`src/rtl/ir_carrier_bitstream_packer_assert.svh`:
```
// Assertion macros for the IR carrier bitstream packer.
// No dependencies; included by the top level, which carries the assertions.
`ifndef IR_CARRIER_BITSTREAM_PACKER_ASSERT_SVH
`define IR_CARRIER_BITSTREAM_PACKER_ASSERT_SVH

// Same-cycle implication under synchronous reset
`define IRC_ASSERT_IMPL(label, clk, rst, ante, cons, msg) \
   label: assert property (@(posedge clk) disable iff (rst) (ante) |-> (cons)) \
      else $error(msg);

// Next-cycle implication under synchronous reset
`define IRC_ASSERT_NEXT(label, clk, rst, ante, cons, msg) \
   label: assert property (@(posedge clk) disable iff (rst) (ante) |=> (cons)) \
      else $error(msg);

`endif

```
`src/rtl/irc_pkg.sv`:
```
// Shared types and constants of the IR carrier bitstream packer.
// No dependencies; used by the interfaces, the divider and the top level.
package irc_pkg;

   // Field widths
   localparam int CARRIER_W  = 20;
   localparam int CYCLE_W    = 6;
   localparam int DUR_W      = 16;
   localparam int WORD_W     = 32;
   localparam int IDX_W      = 12;
   localparam int STATUS_W   = 2;
   localparam int CLK_W      = 20;
   localparam int TIME_W     = 32;
   localparam int BT_W       = 15;
   localparam int DEN_W      = 25;
   localparam int NB_W       = 16;
   localparam int RND_W      = 17;
   localparam int POS_W      = 5;
   localparam int CSR_IDX_W  = 2;
   localparam int CSR_DATA_W = 20;

   // Register limits and reset values
   localparam logic [CARRIER_W-1:0] CARRIER_MIN   = 20'd1000;
   localparam logic [CARRIER_W-1:0] CARRIER_MAX   = 20'd1000000;
   localparam logic [CARRIER_W-1:0] CARRIER_RESET = 20'd38000;
   localparam logic [CYCLE_W-1:0]   CYCLE_MAX     = 6'd32;
   localparam logic [CYCLE_W-1:0]   CYCLE_RESET   = 6'd3;
   localparam logic [CYCLE_W-1:0]   HIGH_RESET    = 6'd1;
   localparam int unsigned          US_PER_S      = 1000000;

   // Register indexes
   localparam logic [CSR_IDX_W-1:0] CSR_CARRIER_HZ = 2'd0;
   localparam logic [CSR_IDX_W-1:0] CSR_CYCLE_LEN  = 2'd1;
   localparam logic [CSR_IDX_W-1:0] CSR_HIGH_LEN   = 2'd2;
   localparam logic [CSR_IDX_W-1:0] CSR_INVERT     = 2'd3;

   // Result status codes
   localparam logic [STATUS_W-1:0] STATUS_OK       = 2'd0;
   localparam logic [STATUS_W-1:0] STATUS_SAT      = 2'd1;
   localparam logic [STATUS_W-1:0] STATUS_OVERFLOW = 2'd2;

   // Divider status toward the sequencer
   typedef struct packed {
      logic busy;
      logic done;
   } div_status_type;

endpackage

```
`src/rtl/irc_if.sv`:
```
// Valid/ready channel interfaces of the IR carrier bitstream packer.
// Depends on irc_pkg for field widths.
interface irc_req_if;
   import irc_pkg::*;
   logic             valid;
   logic             ready;
   logic [DUR_W-1:0] duration_us;
   logic             burst_end;

   modport source (output valid, duration_us, burst_end, input ready);
   modport sink   (input valid, duration_us, burst_end, output ready);
endinterface

interface irc_rsp_if;
   import irc_pkg::*;
   logic                valid;
   logic                ready;
   logic [WORD_W-1:0]   wave_word;
   logic [IDX_W-1:0]    word_index;
   logic                last;
   logic [STATUS_W-1:0] status;
   logic [CLK_W-1:0]    bit_clocks;
   logic [TIME_W-1:0]   total_time_us;

   modport source (output valid, wave_word, word_index, last, status, bit_clocks,
                   total_time_us, input ready);
   modport sink   (input valid, wave_word, word_index, last, status, bit_clocks,
                   total_time_us, output ready);
endinterface

interface irc_csr_if;
   import irc_pkg::*;
   logic                  valid;
   logic                  ready;
   logic [CSR_IDX_W-1:0]  index;
   logic [CSR_DATA_W-1:0] data;

   modport source (output valid, index, data, input ready);
   modport sink   (input valid, index, data, output ready);
endinterface

```
`src/rtl/irc_divider.sv`:
```
// Restoring radix-2 divider, one quotient bit per cycle.
// Depends on irc_pkg for the status struct.
module irc_divider #(
   parameter int NUM_W = 30,
   parameter int DEN_W = 25
) (
   input  logic                  clock,
   input  logic                  reset,
   input  logic                  start,
   input  logic [NUM_W-1:0]      num,
   input  logic [DEN_W-1:0]      den,
   output irc_pkg::div_status_type stat,
   output logic [NUM_W-1:0]      quo,
   output logic [DEN_W-1:0]      rem
);
   import irc_pkg::*;

   localparam int CNT_W = $clog2(NUM_W + 1);

   logic             busy_ff, busy_in;
   logic             done_ff, done_in;
   logic [CNT_W-1:0] count_ff, count_in;
   logic [NUM_W-1:0] quo_ff, quo_in;
   logic [DEN_W-1:0] rem_ff, rem_in;
   logic [DEN_W-1:0] den_ff, den_in;
   logic [DEN_W:0]   rem_shift;
   logic [DEN_W:0]   diff;

   // Shift in the next numerator bit and try a subtract
   always_comb begin
      rem_shift = {rem_ff, quo_ff[NUM_W-1]};
      diff      = rem_shift - {1'b0, den_ff};
      busy_in   = busy_ff;
      done_in   = 1'b0;
      count_in  = count_ff;
      quo_in    = quo_ff;
      rem_in    = rem_ff;
      den_in    = den_ff;
      if (start) begin
         busy_in  = 1'b1;
         count_in = CNT_W'(NUM_W);
         quo_in   = num;
         rem_in   = '0;
         den_in   = den;
      end else if (busy_ff) begin
         if (!diff[DEN_W]) begin
            rem_in = diff[DEN_W-1:0];
            quo_in = {quo_ff[NUM_W-2:0], 1'b1};
         end else begin
            rem_in = rem_shift[DEN_W-1:0];
            quo_in = {quo_ff[NUM_W-2:0], 1'b0};
         end
         count_in = count_ff - 1'b1;
         if (count_ff == CNT_W'(1)) begin
            busy_in = 1'b0;
            done_in = 1'b1;
         end
      end
   end

   always_ff @(posedge clock) begin
      if (reset) begin
         busy_ff  <= 1'b0;
         done_ff  <= 1'b0;
         count_ff <= '0;
      end else begin
         busy_ff  <= busy_in;
         done_ff  <= done_in;
         count_ff <= count_in;
         quo_ff   <= quo_in;
         rem_ff   <= rem_in;
         den_ff   <= den_in;
      end
   end

   assign stat.busy = busy_ff;
   assign stat.done = done_ff;
   assign quo       = quo_ff;
   assign rem       = rem_ff;

endmodule

```
`src/rtl/ir_carrier_bitstream_packer.sv`:
```
// Channel     | Dir | Payload                                           | Accepted when
// req_chan    | in  | duration_us, burst_end                            | valid && ready
// rsp_chan    | out | wave_word, word_index, last, status, bit_clocks,  | valid && ready
//             |     | total_time_us                                     |
// csr_chan    | in  | index, data (carrier_hz, cycle_len, high_len, inv)| valid (ready tied high)
//
// Each request runs two divisions on the shared divider (NUM_W is 30 by default), two
// more on the first request of a burst, then packs its bits in runs (a run ends at a
// carrier edge, a word boundary or the end of the request).
// The request channel is ready only between requests. A stalled result blocks the
// run sequencer. Synchronous reset clears control state; no clearing pass is needed.
// Top level: IR pulse/space durations to a packed carrier bitstream.
// Depends on irc_pkg, irc_if and irc_divider.
`include "ir_carrier_bitstream_packer_assert.svh"

module ir_carrier_bitstream_packer #(
   parameter int MAX_WORDS     = 4096,
   parameter int MAX_ITEM_BITS = 2016,
   parameter int REF_CLOCK_HZ  = 26000000
) (
   input  logic      clock,
   input  logic      reset,
   irc_req_if.sink   req_chan,
   irc_rsp_if.source rsp_chan,
   irc_csr_if.sink   csr_chan
);
   import irc_pkg::*;

   localparam int NUM_W  = $clog2(64'(REF_CLOCK_HZ) * 64'd32 + 64'd1);
   localparam int WCNT_W = $clog2(MAX_WORDS + 1);
   localparam int RW     = $clog2(MAX_ITEM_BITS + 1);

   typedef enum logic [2:0] {
      ST_IDLE,
      ST_BIT_TIME,
      ST_BIT_CLK,
      ST_NUM_BITS,
      ST_ROUND,
      ST_EMIT,
      ST_TAIL
   } state_type;

   // Sequencer and configuration
   state_type            state_ff, state_in;
   logic                 launched_ff, launched_in;
   logic [CARRIER_W-1:0] carrier_ff, carrier_in;
   logic [CYCLE_W-1:0]   cycle_ff, cycle_in;
   logic [CYCLE_W-1:0]   high_ff, high_in;
   logic                 invert_ff, invert_in;

   // Request context
   logic [DUR_W-1:0]     dur_ff, dur_in;
   logic                 end_ff, end_in;
   logic [CYCLE_W-1:0]   cyc_ff, cyc_in;
   logic [CYCLE_W-1:0]   hi_ff, hi_in;
   logic                 inv_ff, inv_in;
   logic [NB_W-1:0]      nb_ff, nb_in;
   logic                 sat_ff, sat_in;
   logic                 any_ff, any_in;
   logic [RW-1:0]        remain_ff, remain_in;
   logic [POS_W-1:0]     phase_ff, phase_in;

   // Burst state
   logic                 started_ff, started_in;
   logic [BT_W-1:0]      bit_time_ff, bit_time_in;
   logic [CLK_W-1:0]     clocks_ff, clocks_in;
   logic [TIME_W-1:0]    time_sum_ff, time_sum_in;
   logic                 space_ff, space_in;
   logic [WCNT_W-1:0]    words_ff, words_in;
   logic [WORD_W-1:0]    accum_ff, accum_in;
   logic [POS_W-1:0]     bit_pos_ff, bit_pos_in;

   // Result register
   logic                 rsp_valid_ff, rsp_valid_in;
   logic [WORD_W-1:0]    rsp_word_ff, rsp_word_in;
   logic [IDX_W-1:0]     rsp_index_ff, rsp_index_in;
   logic                 rsp_last_ff, rsp_last_in;
   logic [STATUS_W-1:0]  rsp_status_ff, rsp_status_in;
   logic [CLK_W-1:0]     rsp_clocks_ff, rsp_clocks_in;
   logic [TIME_W-1:0]    rsp_total_ff, rsp_total_in;

   // Effective register values
   logic [CARRIER_W-1:0] car_eff;
   logic [CYCLE_W-1:0]   cyc_eff;
   logic [CYCLE_W-1:0]   hi_eff;

   // Divider hookup
   logic                    div_start;
   logic [NUM_W-1:0]        div_num;
   logic [DEN_W-1:0]        div_den;
   irc_pkg::div_status_type div_stat;
   logic [NUM_W-1:0]        div_quo;
   logic [DEN_W-1:0]        div_rem;
   logic [NUM_W:0]          div_ceil;
   logic [RND_W-1:0]        rounded;

   // Run datapath
   logic                 out_free;
   logic                 in_high;
   logic                 run_bit;
   logic [RW-1:0]        run_left;
   logic [RW-1:0]        room;
   logic [RW-1:0]        len_wide;
   logic [CYCLE_W-1:0]   len;
   logic [WORD_W-1:0]    run_mask;
   logic [WORD_W-1:0]    acc_new;
   logic [CYCLE_W-1:0]   pos_sum;
   logic [CYCLE_W-1:0]   ph_sum;
   logic [RW-1:0]        remain_next;
   logic [TIME_W:0]      time_add;
   logic                 need_tail;

   // Result builder
   logic                 put_fire;
   logic [WORD_W-1:0]    put_word;
   logic                 put_last;
   logic                 overflow;
   logic [WCNT_W-1:0]    put_index;

   // Clamp registers into their legal ranges
   always_comb begin
      car_eff = carrier_ff;
      if (carrier_ff < CARRIER_MIN) car_eff = CARRIER_MIN;
      if (carrier_ff > CARRIER_MAX) car_eff = CARRIER_MAX;
      cyc_eff = cycle_ff;
      if (cycle_ff == '0) cyc_eff = CYCLE_W'(1);
      if (cycle_ff > CYCLE_MAX) cyc_eff = CYCLE_MAX;
      hi_eff = high_ff;
      if (high_ff == '0) hi_eff = CYCLE_W'(1);
      if (high_ff > cyc_eff) hi_eff = cyc_eff;
   end

   // Select divider operands for the current step
   always_comb begin
      case (state_ff)
         ST_BIT_TIME: begin
            div_num = NUM_W'(32'(US_PER_S) * 32'(hi_ff));
            div_den = DEN_W'(26'(car_eff) * 26'(cyc_ff));
         end
         ST_BIT_CLK: begin
            div_num = NUM_W'(64'(REF_CLOCK_HZ) * 64'(hi_ff));
            div_den = DEN_W'(26'(car_eff) * 26'(cyc_ff));
         end
         ST_NUM_BITS: begin
            div_num = NUM_W'(dur_ff);
            div_den = DEN_W'(bit_time_ff);
         end
         ST_ROUND: begin
            div_num = NUM_W'(nb_ff);
            div_den = DEN_W'(cyc_ff);
         end
         default: begin
            div_num = '0;
            div_den = '0;
         end
      endcase
   end

   assign div_ceil = (NUM_W+1)'(div_quo) + (NUM_W+1)'(div_rem != '0);
   assign rounded  = (div_rem == '0) ? RND_W'(nb_ff)
                   : RND_W'(nb_ff) + RND_W'(cyc_ff) - RND_W'(div_rem);

   // Size the next bit run: carrier edge, word end or request end
   always_comb begin
      out_free = !rsp_valid_ff || rsp_chan.ready;
      in_high  = !space_ff && (CYCLE_W'(phase_ff) < hi_ff);
      run_bit  = in_high ^ inv_ff;
      if (space_ff) run_left = remain_ff;
      else if (in_high) run_left = RW'(hi_ff - CYCLE_W'(phase_ff));
      else run_left = RW'(cyc_ff - CYCLE_W'(phase_ff));
      room     = RW'(CYCLE_W'(WORD_W) - CYCLE_W'(bit_pos_ff));
      len_wide = (run_left < room) ? run_left : room;
      if (remain_ff < len_wide) len_wide = remain_ff;
      len         = CYCLE_W'(len_wide);
      run_mask    = WORD_W'(~(64'hFFFF_FFFF_FFFF_FFFF << len)) << bit_pos_ff;
      acc_new     = accum_ff | (run_bit ? run_mask : '0);
      pos_sum     = CYCLE_W'(bit_pos_ff) + len;
      ph_sum      = CYCLE_W'(phase_ff) + len;
      remain_next = remain_ff - len_wide;
      time_add    = (TIME_W+1)'(time_sum_ff) + (TIME_W+1)'(req_chan.duration_us);
      need_tail   = (bit_pos_ff != '0) || !any_ff;
   end

   // Sequencer
   always_comb begin
      state_in      = state_ff;
      launched_in   = launched_ff;
      carrier_in    = carrier_ff;
      cycle_in      = cycle_ff;
      high_in       = high_ff;
      invert_in     = invert_ff;
      dur_in        = dur_ff;
      end_in        = end_ff;
      cyc_in        = cyc_ff;
      hi_in         = hi_ff;
      inv_in        = inv_ff;
      nb_in         = nb_ff;
      sat_in        = sat_ff;
      any_in        = any_ff;
      remain_in     = remain_ff;
      phase_in      = phase_ff;
      started_in    = started_ff;
      bit_time_in   = bit_time_ff;
      clocks_in     = clocks_ff;
      time_sum_in   = time_sum_ff;
      space_in      = space_ff;
      words_in      = words_ff;
      accum_in      = accum_ff;
      bit_pos_in    = bit_pos_ff;
      div_start     = 1'b0;
      put_fire      = 1'b0;
      put_word      = accum_ff;
      put_last      = 1'b0;

      // Take register writes
      if (csr_chan.valid) begin
         case (csr_chan.index)
            CSR_CARRIER_HZ: carrier_in = csr_chan.data[CARRIER_W-1:0];
            CSR_CYCLE_LEN:  cycle_in   = csr_chan.data[CYCLE_W-1:0];
            CSR_HIGH_LEN:   high_in    = csr_chan.data[CYCLE_W-1:0];
            CSR_INVERT:     invert_in  = csr_chan.data[0];
            default: ;
         endcase
      end

      case (state_ff)
         ST_IDLE: begin
            if (req_chan.valid) begin
               dur_in      = req_chan.duration_us;
               end_in      = req_chan.burst_end;
               cyc_in      = cyc_eff;
               hi_in       = hi_eff;
               inv_in      = invert_ff;
               time_sum_in = time_add[TIME_W] ? '1 : time_add[TIME_W-1:0];
               state_in    = started_ff ? ST_NUM_BITS : ST_BIT_TIME;
            end
         end
         ST_BIT_TIME, ST_BIT_CLK, ST_NUM_BITS, ST_ROUND: begin
            if (!launched_ff) begin
               div_start   = 1'b1;
               launched_in = 1'b1;
            end else if (div_stat.done) begin
               launched_in = 1'b0;
               case (state_ff)
                  ST_BIT_TIME: begin
                     bit_time_in = (div_ceil[BT_W-1:0] == '0) ? BT_W'(1)
                                 : div_ceil[BT_W-1:0];
                     state_in    = ST_BIT_CLK;
                  end
                  ST_BIT_CLK: begin
                     clocks_in  = CLK_W'(div_ceil - 1'b1);
                     started_in = 1'b1;
                     state_in   = ST_NUM_BITS;
                  end
                  ST_NUM_BITS: begin
                     nb_in    = div_ceil[NB_W-1:0];
                     state_in = ST_ROUND;
                  end
                  default: begin
                     if (rounded > RND_W'(MAX_ITEM_BITS)) begin
                        remain_in = RW'(MAX_ITEM_BITS);
                        sat_in    = 1'b1;
                     end else begin
                        remain_in = RW'(rounded);
                        sat_in    = 1'b0;
                     end
                     phase_in = '0;
                     any_in   = 1'b0;
                     state_in = ST_EMIT;
                  end
               endcase
            end
         end
         ST_EMIT: begin
            if (remain_ff == '0) begin
               state_in = ST_TAIL;
            end else if (out_free) begin
               remain_in = remain_next;
               phase_in  = (ph_sum == cyc_ff) ? '0 : ph_sum[POS_W-1:0];
               if (pos_sum[CYCLE_W-1]) begin
                  // Word full: push it out
                  put_fire   = 1'b1;
                  put_word   = acc_new;
                  put_last   = end_ff && (remain_next == '0);
                  any_in     = 1'b1;
                  accum_in   = '0;
                  bit_pos_in = '0;
               end else begin
                  accum_in   = acc_new;
                  bit_pos_in = pos_sum[POS_W-1:0];
               end
            end
         end
         ST_TAIL: begin
            if (!end_ff) begin
               space_in = !space_ff;
               state_in = ST_IDLE;
            end else if (!need_tail || out_free) begin
               // Flush the partial word, then drop burst state
               put_fire    = need_tail;
               put_word    = accum_ff;
               put_last    = 1'b1;
               accum_in    = '0;
               bit_pos_in  = '0;
               space_in    = 1'b0;
               time_sum_in = '0;
               bit_time_in = '0;
               clocks_in   = '0;
               started_in  = 1'b0;
               state_in    = ST_IDLE;
            end
         end
         default: state_in = ST_IDLE;
      endcase

      // Count words; past the buffer, hold the count
      if (put_fire && !overflow) words_in = words_ff + 1'b1;
      if (state_ff == ST_TAIL && end_ff && (!need_tail || out_free)) words_in = '0;
   end

   // Build the result, replacing words past the buffer
   always_comb begin
      overflow  = words_ff >= WCNT_W'(MAX_WORDS);
      put_index = overflow ? WCNT_W'(MAX_WORDS - 1) : words_ff;
      rsp_valid_in  = put_fire ? 1'b1 : (rsp_chan.ready ? 1'b0 : rsp_valid_ff);
      rsp_word_in   = rsp_word_ff;
      rsp_index_in  = rsp_index_ff;
      rsp_last_in   = rsp_last_ff;
      rsp_status_in = rsp_status_ff;
      rsp_clocks_in = rsp_clocks_ff;
      rsp_total_in  = rsp_total_ff;
      if (put_fire) begin
         rsp_word_in   = overflow ? '0 : put_word;
         rsp_index_in  = IDX_W'(put_index);
         rsp_last_in   = put_last;
         rsp_status_in = overflow ? STATUS_OVERFLOW : (sat_ff ? STATUS_SAT : STATUS_OK);
         rsp_clocks_in = clocks_ff;
         rsp_total_in  = put_last ? time_sum_ff : '0;
      end
   end

   always_ff @(posedge clock) begin
      if (reset) begin
         state_ff     <= ST_IDLE;
         launched_ff  <= 1'b0;
         carrier_ff   <= CARRIER_RESET;
         cycle_ff     <= CYCLE_RESET;
         high_ff      <= HIGH_RESET;
         invert_ff    <= 1'b0;
         started_ff   <= 1'b0;
         bit_time_ff  <= '0;
         clocks_ff    <= '0;
         time_sum_ff  <= '0;
         space_ff     <= 1'b0;
         words_ff     <= '0;
         accum_ff     <= '0;
         bit_pos_ff   <= '0;
         remain_ff    <= '0;
         rsp_valid_ff <= 1'b0;
      end else begin
         state_ff      <= state_in;
         launched_ff   <= launched_in;
         carrier_ff    <= carrier_in;
         cycle_ff      <= cycle_in;
         high_ff       <= high_in;
         invert_ff     <= invert_in;
         dur_ff        <= dur_in;
         end_ff        <= end_in;
         cyc_ff        <= cyc_in;
         hi_ff         <= hi_in;
         inv_ff        <= inv_in;
         nb_ff         <= nb_in;
         sat_ff        <= sat_in;
         any_ff        <= any_in;
         remain_ff     <= remain_in;
         phase_ff      <= phase_in;
         started_ff    <= started_in;
         bit_time_ff   <= bit_time_in;
         clocks_ff     <= clocks_in;
         time_sum_ff   <= time_sum_in;
         space_ff      <= space_in;
         words_ff      <= words_in;
         accum_ff      <= accum_in;
         bit_pos_ff    <= bit_pos_in;
         rsp_valid_ff  <= rsp_valid_in;
         rsp_word_ff   <= rsp_word_in;
         rsp_index_ff  <= rsp_index_in;
         rsp_last_ff   <= rsp_last_in;
         rsp_status_ff <= rsp_status_in;
         rsp_clocks_ff <= rsp_clocks_in;
         rsp_total_ff  <= rsp_total_in;
      end
   end

   irc_divider #(
      .NUM_W(NUM_W),
      .DEN_W(DEN_W)
   ) u_divider (
      .clock (clock),
      .reset (reset),
      .start (div_start),
      .num   (div_num),
      .den   (div_den),
      .stat  (div_stat),
      .quo   (div_quo),
      .rem   (div_rem)
   );

   // Drive the channels
   assign req_chan.ready         = (state_ff == ST_IDLE);
   assign csr_chan.ready         = 1'b1;
   assign rsp_chan.valid         = rsp_valid_ff;
   assign rsp_chan.wave_word     = rsp_word_ff;
   assign rsp_chan.word_index    = rsp_index_ff;
   assign rsp_chan.last          = rsp_last_ff;
   assign rsp_chan.status        = rsp_status_ff;
   assign rsp_chan.bit_clocks    = rsp_clocks_ff;
   assign rsp_chan.total_time_us = rsp_total_ff;

   // Checks
   `IRC_ASSERT_IMPL(a_overflow_zero, clock, reset,
      rsp_valid_ff && rsp_status_ff == STATUS_OVERFLOW, rsp_word_ff == '0,
      "dropped word carries data")
   `IRC_ASSERT_IMPL(a_time_on_last, clock, reset,
      rsp_valid_ff && !rsp_last_ff, rsp_total_ff == '0,
      "total time on a non-final word")
   `IRC_ASSERT_IMPL(a_div_idle, clock, reset,
      div_start, !div_stat.busy,
      "divider restarted while busy")
   `IRC_ASSERT_NEXT(a_run_progress, clock, reset,
      state_ff == ST_EMIT && out_free && remain_ff != '0, remain_ff < $past(remain_ff),
      "bit run made no progress")

endmodule

```
`src/flat_wrapper.sv`:
```
// flat-port wrapper written by rule: the top's interface ports become plain ports
module ir_carrier_bitstream_packer_flat import irc_pkg::*;
#(
   parameter int MAX_WORDS     = 4096,
   parameter int MAX_ITEM_BITS = 2016,
   parameter int REF_CLOCK_HZ  = 26000000
)
  (clock, reset, req_chan_valid, req_chan_duration_us, req_chan_burst_end, req_chan_ready, rsp_chan_valid, rsp_chan_wave_word, rsp_chan_word_index, rsp_chan_last, rsp_chan_status, rsp_chan_bit_clocks, rsp_chan_total_time_us, rsp_chan_ready, csr_chan_valid, csr_chan_index, csr_chan_data, csr_chan_ready);
  irc_req_if req_chan_i ();
  irc_rsp_if rsp_chan_i ();
  irc_csr_if csr_chan_i ();
  input  logic clock;
  input  logic reset;
  input wire logic [$bits(req_chan_i.valid)-1:0] req_chan_valid;
  input wire logic [$bits(req_chan_i.duration_us)-1:0] req_chan_duration_us;
  input wire logic [$bits(req_chan_i.burst_end)-1:0] req_chan_burst_end;
  output wire logic [$bits(req_chan_i.ready)-1:0] req_chan_ready;
  output wire logic [$bits(rsp_chan_i.valid)-1:0] rsp_chan_valid;
  output wire logic [$bits(rsp_chan_i.wave_word)-1:0] rsp_chan_wave_word;
  output wire logic [$bits(rsp_chan_i.word_index)-1:0] rsp_chan_word_index;
  output wire logic [$bits(rsp_chan_i.last)-1:0] rsp_chan_last;
  output wire logic [$bits(rsp_chan_i.status)-1:0] rsp_chan_status;
  output wire logic [$bits(rsp_chan_i.bit_clocks)-1:0] rsp_chan_bit_clocks;
  output wire logic [$bits(rsp_chan_i.total_time_us)-1:0] rsp_chan_total_time_us;
  input wire logic [$bits(rsp_chan_i.ready)-1:0] rsp_chan_ready;
  input wire logic [$bits(csr_chan_i.valid)-1:0] csr_chan_valid;
  input wire logic [$bits(csr_chan_i.index)-1:0] csr_chan_index;
  input wire logic [$bits(csr_chan_i.data)-1:0] csr_chan_data;
  output wire logic [$bits(csr_chan_i.ready)-1:0] csr_chan_ready;
  assign req_chan_i.valid = req_chan_valid;
  assign req_chan_i.duration_us = req_chan_duration_us;
  assign req_chan_i.burst_end = req_chan_burst_end;
  assign req_chan_ready = req_chan_i.ready;
  assign rsp_chan_valid = rsp_chan_i.valid;
  assign rsp_chan_wave_word = rsp_chan_i.wave_word;
  assign rsp_chan_word_index = rsp_chan_i.word_index;
  assign rsp_chan_last = rsp_chan_i.last;
  assign rsp_chan_status = rsp_chan_i.status;
  assign rsp_chan_bit_clocks = rsp_chan_i.bit_clocks;
  assign rsp_chan_total_time_us = rsp_chan_i.total_time_us;
  assign rsp_chan_i.ready = rsp_chan_ready;
  assign csr_chan_i.valid = csr_chan_valid;
  assign csr_chan_i.index = csr_chan_index;
  assign csr_chan_i.data = csr_chan_data;
  assign csr_chan_ready = csr_chan_i.ready;
  ir_carrier_bitstream_packer #(.MAX_WORDS(MAX_WORDS), .MAX_ITEM_BITS(MAX_ITEM_BITS), .REF_CLOCK_HZ(REF_CLOCK_HZ)) u_core (.clock(clock), .reset(reset), .req_chan(req_chan_i), .rsp_chan(rsp_chan_i), .csr_chan(csr_chan_i));
endmodule
```
`config.mk`:
```
export PLATFORM = sky130hd
export DESIGN_NAME = ir_carrier_bitstream_packer_flat
export DESIGN_NICKNAME = d
export VERILOG_FILES = /design/src/rtl/irc_pkg.sv /design/src/rtl/irc_if.sv /design/src/rtl/irc_divider.sv /design/src/rtl/ir_carrier_bitstream_packer.sv /design/src/flat_wrapper.sv
export VERILOG_INCLUDE_DIRS = /design/src /design/src/rtl
export SDC_FILE = /design/constraint.sdc
export NUM_CORES = 1
export LEC_CHECK = 0
export BUFFER_PORTS_ARGS = -buffer_cell sky130_fd_sc_hd__buf_2
export CORE_MARGIN = 2
export CORE_UTILIZATION = 45
export CTS_BUF_LIST = sky130_fd_sc_hd__clkbuf_8
export CTS_CLUSTER_DIAMETER = 120
export DETAILED_ROUTE_END_ITERATION = 12
export HOLD_SLACK_MARGIN = 0.03
export PLACE_DENSITY = 0.64
export SYNTH_ARGS = -nofsm -noshare
export SYNTH_HDL_FRONTEND = slang
export SYNTH_SLANG_ARGS = --single-unit
```
`constraint.sdc`:
```
create_clock -name clock -period 12.2 [get_ports clock]
set_input_delay 2.44 -clock clock [delete_from_list [all_inputs] [get_ports clock]]
set_output_delay 2.44 -clock clock [all_outputs]
set_load 0.1 [all_outputs]
```
==> results of run 1 <==
[cells by family (layout without fill, tap and decap cells)]
logic type               after synthesis  in the layout  synth area share (%)
XOR/XNOR                             168            168                  4.88
buffers and inverters                449            614                  5.68
AO/OA/AOI/OAI                        800            800                  18.0
AND/OR/NAND/NOR                     1153           1153                  17.7
other                                  1              8                0.0123
flip-flops                           407            407                  34.3
adder cells (fa/ha/maj)              340            340                  16.7
multiplexers                          80             80                  2.84
[worst register-to-register path, delay by kind of cell, from the launching register on]
kind                       cells  cell delay (ns)
adders and majority gates      4             1.14
xor gates and xnor gates       1             0.20
DFF                            1             0.50
buffers and inverters          5             0.95
and+or+nand+nor                6             1.33
AOI/OAI and AO/OA             18             5.95
[through the flow]
step           total power [mW]  cells  cell area (sq um)  setup WS (ns)  hold slack [ns]
4_1_cts                    4.27   4441              33700           1.91            0.425
3_5_place_dp               2.86   4306              32100           1.96            0.430
3_3_place_gp               2.84   4306              32100           2.20            0.427
5_1_grt                    4.50   4442              33700           1.03            0.425
2_1_floorplan              2.55   3403              30600           1.41            0.408
6_report                   4.25   4443              33700           1.73            0.442
[final cells by class]
cell class              count  share of cell area [%]
diodes                      2                  0.0148
clock buffers              81                    3.31
clock inverters            54                    1.40
inverters                 290                    3.23
multi-input cells        2547                    54.6
flip-flops and latches    407                    31.0
well taps                 873                    3.24
repair buffers            189                    3.18
[path summary, 6_finish.rpt]
kind | endpoint | startpoint | depth (start not counted)
worst min register to register | u_core.rsp_chan.bit_clocks[10] | u_core.clocks_ff[10] | 0
worst min-delay path | u_core.rsp_chan.bit_clocks[10] | u_core.clocks_ff[10] | 0
worst max-delay path | u_core.rsp_chan.bit_clocks[0] | u_core.phase_ff[1] | 34
worst max register to register | u_core.rsp_chan.bit_clocks[0] | u_core.phase_ff[1] | 34
[sequential cells by signal (all words and copies together) (netlist names), 3 cells and up]
register,cells
u_core.accum_ff,32
u_core.bit_pos_ff,5
u_core.bit_time_ff,15
u_core.carrier_ff,20
u_core.clocks_ff,20
u_core.cyc_ff,6
u_core.cycle_ff,6
u_core.dur_ff,16
u_core.hi_ff,6
u_core.high_ff,6
u_core.nb_ff,16
u_core.phase_ff,5
u_core.remain_ff,11
u_core.rsp_chan.bit_clocks,20
u_core.rsp_chan.total_time_us,32
u_core.rsp_chan.wave_word,32
u_core.rsp_chan.word_index,12
u_core.state_ff,3
u_core.time_sum_ff,32
u_core.u_divider.count_ff,5
u_core.u_divider.den_ff,25
u_core.u_divider.quo,30
u_core.u_divider.rem,25
u_core.words_ff,13
[per-layer routing]
metal  track usage [%]  wire length [microns]  vias up
met5                 0                     19        -
met4              7.54                   2260        4
met3              4.64                   6950      150
met2              39.0                  39400      922
met1              36.3                  40800    12400
li1                  -                      -    12300
[power by group through the flow]
stage | registers [mW] | clock network, mW | logic, mW
6_report | 1.61 | 1.41 | 1.24
5_1_grt | 1.61 | 1.49 | 1.39
4_1_cts | 1.60 | 1.43 | 1.23
3_5_place_dp | 1.63 | 0 | 1.22
3_3_place_gp | 1.63 | 0 | 1.21
2_1_floorplan | 1.60 | 0 | 0.943
[cell usage after synthesis, types with 47 or more instances]
cell	n
a22oi_1	68
and2_1	67
mux2i_1	55
nor3_1	95
xnor2_1	98
a21oi_1	181
nor2_1	329
clkbuf_1	135
nand2_1	352
fa_1	111
nand3_1	86
ha_1	229
xor2_1	69
edfxtp_1	232
o21ai_0	160
inv_1	284
a21o_1	47
dfxtp_1	175
==> impl_results.md, run 1 <==
* Status: finished, final reports clean
* Synthesis Warnings at 0
* Critical path's slowest cell: a21oi_4
* Post-Route Setup TNS at 0 ns
* Fraction of layout instances using a drive strength above 1 at between 10% and 20%
* Clock transition at the registers of the reported paths at 0.07 ns
* Post-cts hold buffer count at 0
* Sequential share of power at roughly 38%
* Post-Route WL at around 89000 microns
* Largest delay share family, worst path: compound AO/OA/AOI/OAI gates
* Crit path launch type: flop
* Slew margin rel. at 26.0%
* Commonest cells after routing, fill and taps aside: nand2_1 (352), nor2_1 (327), inv_1 (304)
* Clock latency on the worst-skew pair at 0.68 ns
* Top cell by count, worst path: a21o_1
* RSZ-0062 raised after global routing: false
* Largest stage delay, worst path at roughly 0.82 ns
* P_sw at approximately 1.4 mW
* Rows at 95
* Clk sinks at between 400 and 500
* Max cap viols at 0
* DR WL/cell at roughly 20 microns
* GRT Overall Usage at approximately 25%
* Combinational share of power at a little under 30%
* Number of enable flip-flop cells after synthesis at 232
* Total power divided by cell area at between 100 and 150 mW/mm^2
* Period utilization at between 80% and 90%
* DR vias/cell at between 5 and 6
* Fin nets at roughly 3900
* Sw Ratio at between 30% and 40%
* Total congestion overflow at 0
* Bufs and invs on worst path at 5
* Final Max Tran Viols at 0
* Top-Level Pins at 146
* Synth Flop Type: edfxtp_1
* Slew @ Worst Pin at between 1 and 1.5 ns
* 1st-pass router iterations at 6
* Setup Crit Path Kind: flop to flop
* Post-synth ARST share at 0%
* Worst path arrival time at approximately 11 ns
* Clk pwr share at around a third
* Internal at approximately 2.8 mW
* CTS H-tree lvls at 3
* R2R Setup Slk at roughly 1.7 ns
* Pleak at between 10 and 15 nW
* Register Area at approximately 0.010 sq mm
* Multi-input logic area at around 0.018 sq mm
* Initial DRC count at between 2000 and 2500
* Clk_skew at 0.0525 ns
* Netlist cell types at ~110
* Core ar. at between 0.06 and 0.07 sq mm
* CP required at between 10 and 15 ns
* Mapped Cells at roughly 3400
* CTS max path bufs at 3
* Min-Delay Path Class: flop to flop
* Final min period at approximately 10 ns
* Cell taking the most area after synthesis: edfxtp_1
* Mapped cell area at roughly 0.03 sq mm
* Worst VDD drop at approximately 0.000093 V
* Die Ht at around 260 microns
* Vias at 25800
* Fmax at approximately 0.096 GHz
* Sequential area share after synthesis at roughly 34%
* Drt drc at 0
* Detail Placement HPWL at between 60000 and 70000 microns
* Commonest non-fill, non-tap cell in the layout: nand2_1
* Core Util, Final at around 50%
* Filler cells at a little over 6000
* Syn-to-layout area delta at 10.4%
* Worst setup EP type: flop
* #FFs+latches synth at a little over 400
* Starting Density at 45.5%
* Clk root buf: clkbuf_8
* Synthesized area per cell at 8.99 sq um
* First-pass GRT wire length at between 100000 and 150000 microns
* Area contributors post-synth: edfxtp_1 (23%), dfxtp_1 (11%), ha_1 (9.4%)
* Top cell type's share of synthesized area at ~23%
* Full die area at ~0.070 sq mm
* CTS tree: yes
* Clock buffer count from CTS at 73
* GPL Wtd Cong at approximately 0.94
* Max FO, Critical Path at 61
* ANT nets after route at 0
* PortBufs at ~140
* Final setup violation count at 0
* Postcts setup bufs at 0
* Final hold violations at 0
* Die W at around 260 microns
* Largest net degree at the start of global routing at 62
* Initial antenna violation count at 3
* Post-CTS resize count at 0
* Vias in the first global route at approximately 24000
Note: power is estimated with default switching activity, not from simulation.
==> inputs of run 2 (changes only) <==
Settings changed: RECOVER_POWER set to 50.
==> run 2 against run 1 <==
Net effect:
- the flow now finishes with violations (capacitance limit, slew limit)
- count of clock-buffer cells in the layout is the same
- worst hold slack gained 0.0020 ns
- maximum frequency shrank 0.57%
- clock skew is essentially flat
- critical endpoint is now u_core.rsp_chan.total_time_us[22]
- design area shrank 0.68%
- register-to-register slack lost 0.06 ns
- non-clock buffer count is the same
- clock power is essentially flat
- die area is the same
- combinational power is essentially flat
- first-iteration DRC count grew 14%
- sequential share of layout area grew 0.21 points
==> impl_results.md, run 2 (same netlist as run 1, synthesis figures left out) <==
* Syn-to-layout area delta at 9.69%
* 1st-pass router iterations at 8
* Placed cell areas at 0.0321 sq mm
* Final hold violations at 0
* DR WL/cell at between 20 and 25 microns
* Pleak at around 14 nW
* DR vias/cell at slightly below 6
* Period utilization at between 80% and 90%
* Min-Delay Path Class: flop to flop
* Core ar. at approximately 0.067 sq mm
* Worst setup EP type: flop
* Initial antenna violation count at 1
* Top cell by count, worst path: inv_1
* Clock transition at the registers of the reported paths at roughly 0.070 ns
* Failing checks: capacitance limit, slew limit
* Commonest non-fill, non-tap cell in the layout: nand2_1
* Die W at 264 microns
* Post-Route Setup TNS at 0 ns
* Clock buffer count from CTS at 73
* GR Util met2 at 39.0%
* Top-Level Pins at 146
* Met3 Usage GRT at under 10%
* GRT Overall Usage at 25.3%
* Vias at 25800
* Grt met1 use at 36.3%
* PortBufs at roughly 140
* Largest net degree at the start of global routing at 62
* Postcts setup bufs at 0
* Largest stage delay, worst path at 0.66 ns
* Final min period at about 11 ns
* Starting Density at a little under half
* Final Max Tran Viols at between 300 and 400
* Vias in the first global route at between 20000 and 25000
* Critical path's slowest cell: a221oi_1
* Clk root buf: clkbuf_8
* Filler cells at 6291
* Total power divided by cell area at 127 mW/mm^2
* Fraction of layout instances using a drive strength above 1 at 7.71%
* Post-Route WL at about 90000 microns
* Tot Pwr at about 4.3 mW
* Max cap viols at 9
* Worst VDD drop at between 0.00009 and 0.0001 V
* Detail Placement HPWL at between 60000 and 70000 microns
* Final setup violation count at 0
* Status: finished with violations
* Clk sinks at 407
* Slew margin rel. at -135%
* Clk_skew at about 0.053 ns
* Fmax at around 0.095 GHz
* Post-CTS resize count at 0
* CTS H-tree lvls at 3
* Rows at 95
* GRT busiest layer: met2
* Die Ht at ~260 microns
* Max FO, Critical Path at 33
* Design area at roughly 0.033 sq mm
* Post-cts hold buffer count at 0
* Commonest cells after routing, fill and taps aside: nand2_1 (352), nor2_1 (327), inv_1 (305)
* CTS tree: yes
* RSZ-0062 raised after global routing: false
* Crit path launch type: flop
* Initial DRC count at around 2500
* Slew @ Worst Pin at 3.52 ns
* Fin nets at slightly below 4000
* Drt drc at 0
* ANT nets after route at 0
* GPL Wtd Cong at approximately 0.94
* CP required at around 13 ns
* Full die area at ~0.070 sq mm
* First-pass GRT wire length at about 140000 microns
* Clock latency on the worst-skew pair at just under 0.7 ns
* Core Util, Final at approximately 50%
* Worst path arrival time at 11.06 ns
* CTS max path bufs at 3
* Total congestion overflow at 0
* Setup Crit Path Kind: flop to flop
-- run 2: report_power, final --
part	total, mW	internal (mW)	switching, mW
sequential	1.61	1.54	0.0656
combinational	1.23	0.496	0.737
clock	1.41	0.791	0.618
total	4.25	2.83	1.42
-- run 2: final timing paths --
check                  startpoint  depth (start not counted)  slack (ns)                           endpoint
max            u_core.phase_ff[1]                         40        1.67  u_core.rsp_chan.total_time_us[22]
min          u_core.clocks_ff[10]                          0        0.44     u_core.rsp_chan.bit_clocks[10]
max reg2reg    u_core.phase_ff[1]                         40        1.67  u_core.rsp_chan.total_time_us[22]
min reg2reg  u_core.clocks_ff[10]                          0        0.44     u_core.rsp_chan.bit_clocks[10]
-- run 2: per-layer routing --
layer  routed length, microns  vias up  part of all wire, %
met5                        0        -                    0
met4                     2210        0                  2.5
met3                     7130      135                  8.0
met2                    39400      953                   44
met1                    40700    12400                   46
li1                         -    12300                    -
-- run 2: stage by stage --
step | worst slack, ns | hold slack (ns) | instances
detailed placement | 1.96 | 0.430 | 4306
floorplan | 1.41 | 0.408 | 3403
finish | 1.67 | 0.444 | 4442
global route | 1.03 | 0.425 | 4442
global placement | 2.20 | 0.427 | 4306
CTS | 1.91 | 0.425 | 4441
-- run 2: cell type report --
class	count	area [sq um]	area share, %
multi-input cells	2547	18400	54.9
flip-flops and latches	407	10500	31.3
clock buffers	81	1110	3.33
well taps	873	1090	3.26
inverters	290	1090	3.25
repair buffers	189	856	2.56
clock inverters	54	473	1.41
diodes	1	2.50	0.00747
-- run 2: critical path: cells and delay by family, from the launching register on --
| family | cells | cell delay, ns |
|---|---|---|
| AOI/OAI and AO/OA | 21 | 5.66 |
| xor gates and xnor gates | 1 | 0.14 |
| adders and majority gates | 5 | 1.50 |
| buffers and inverters | 6 | 1.06 |
| DFF | 1 | 0.51 |
| and+or+nand+nor | 7 | 1.51 |
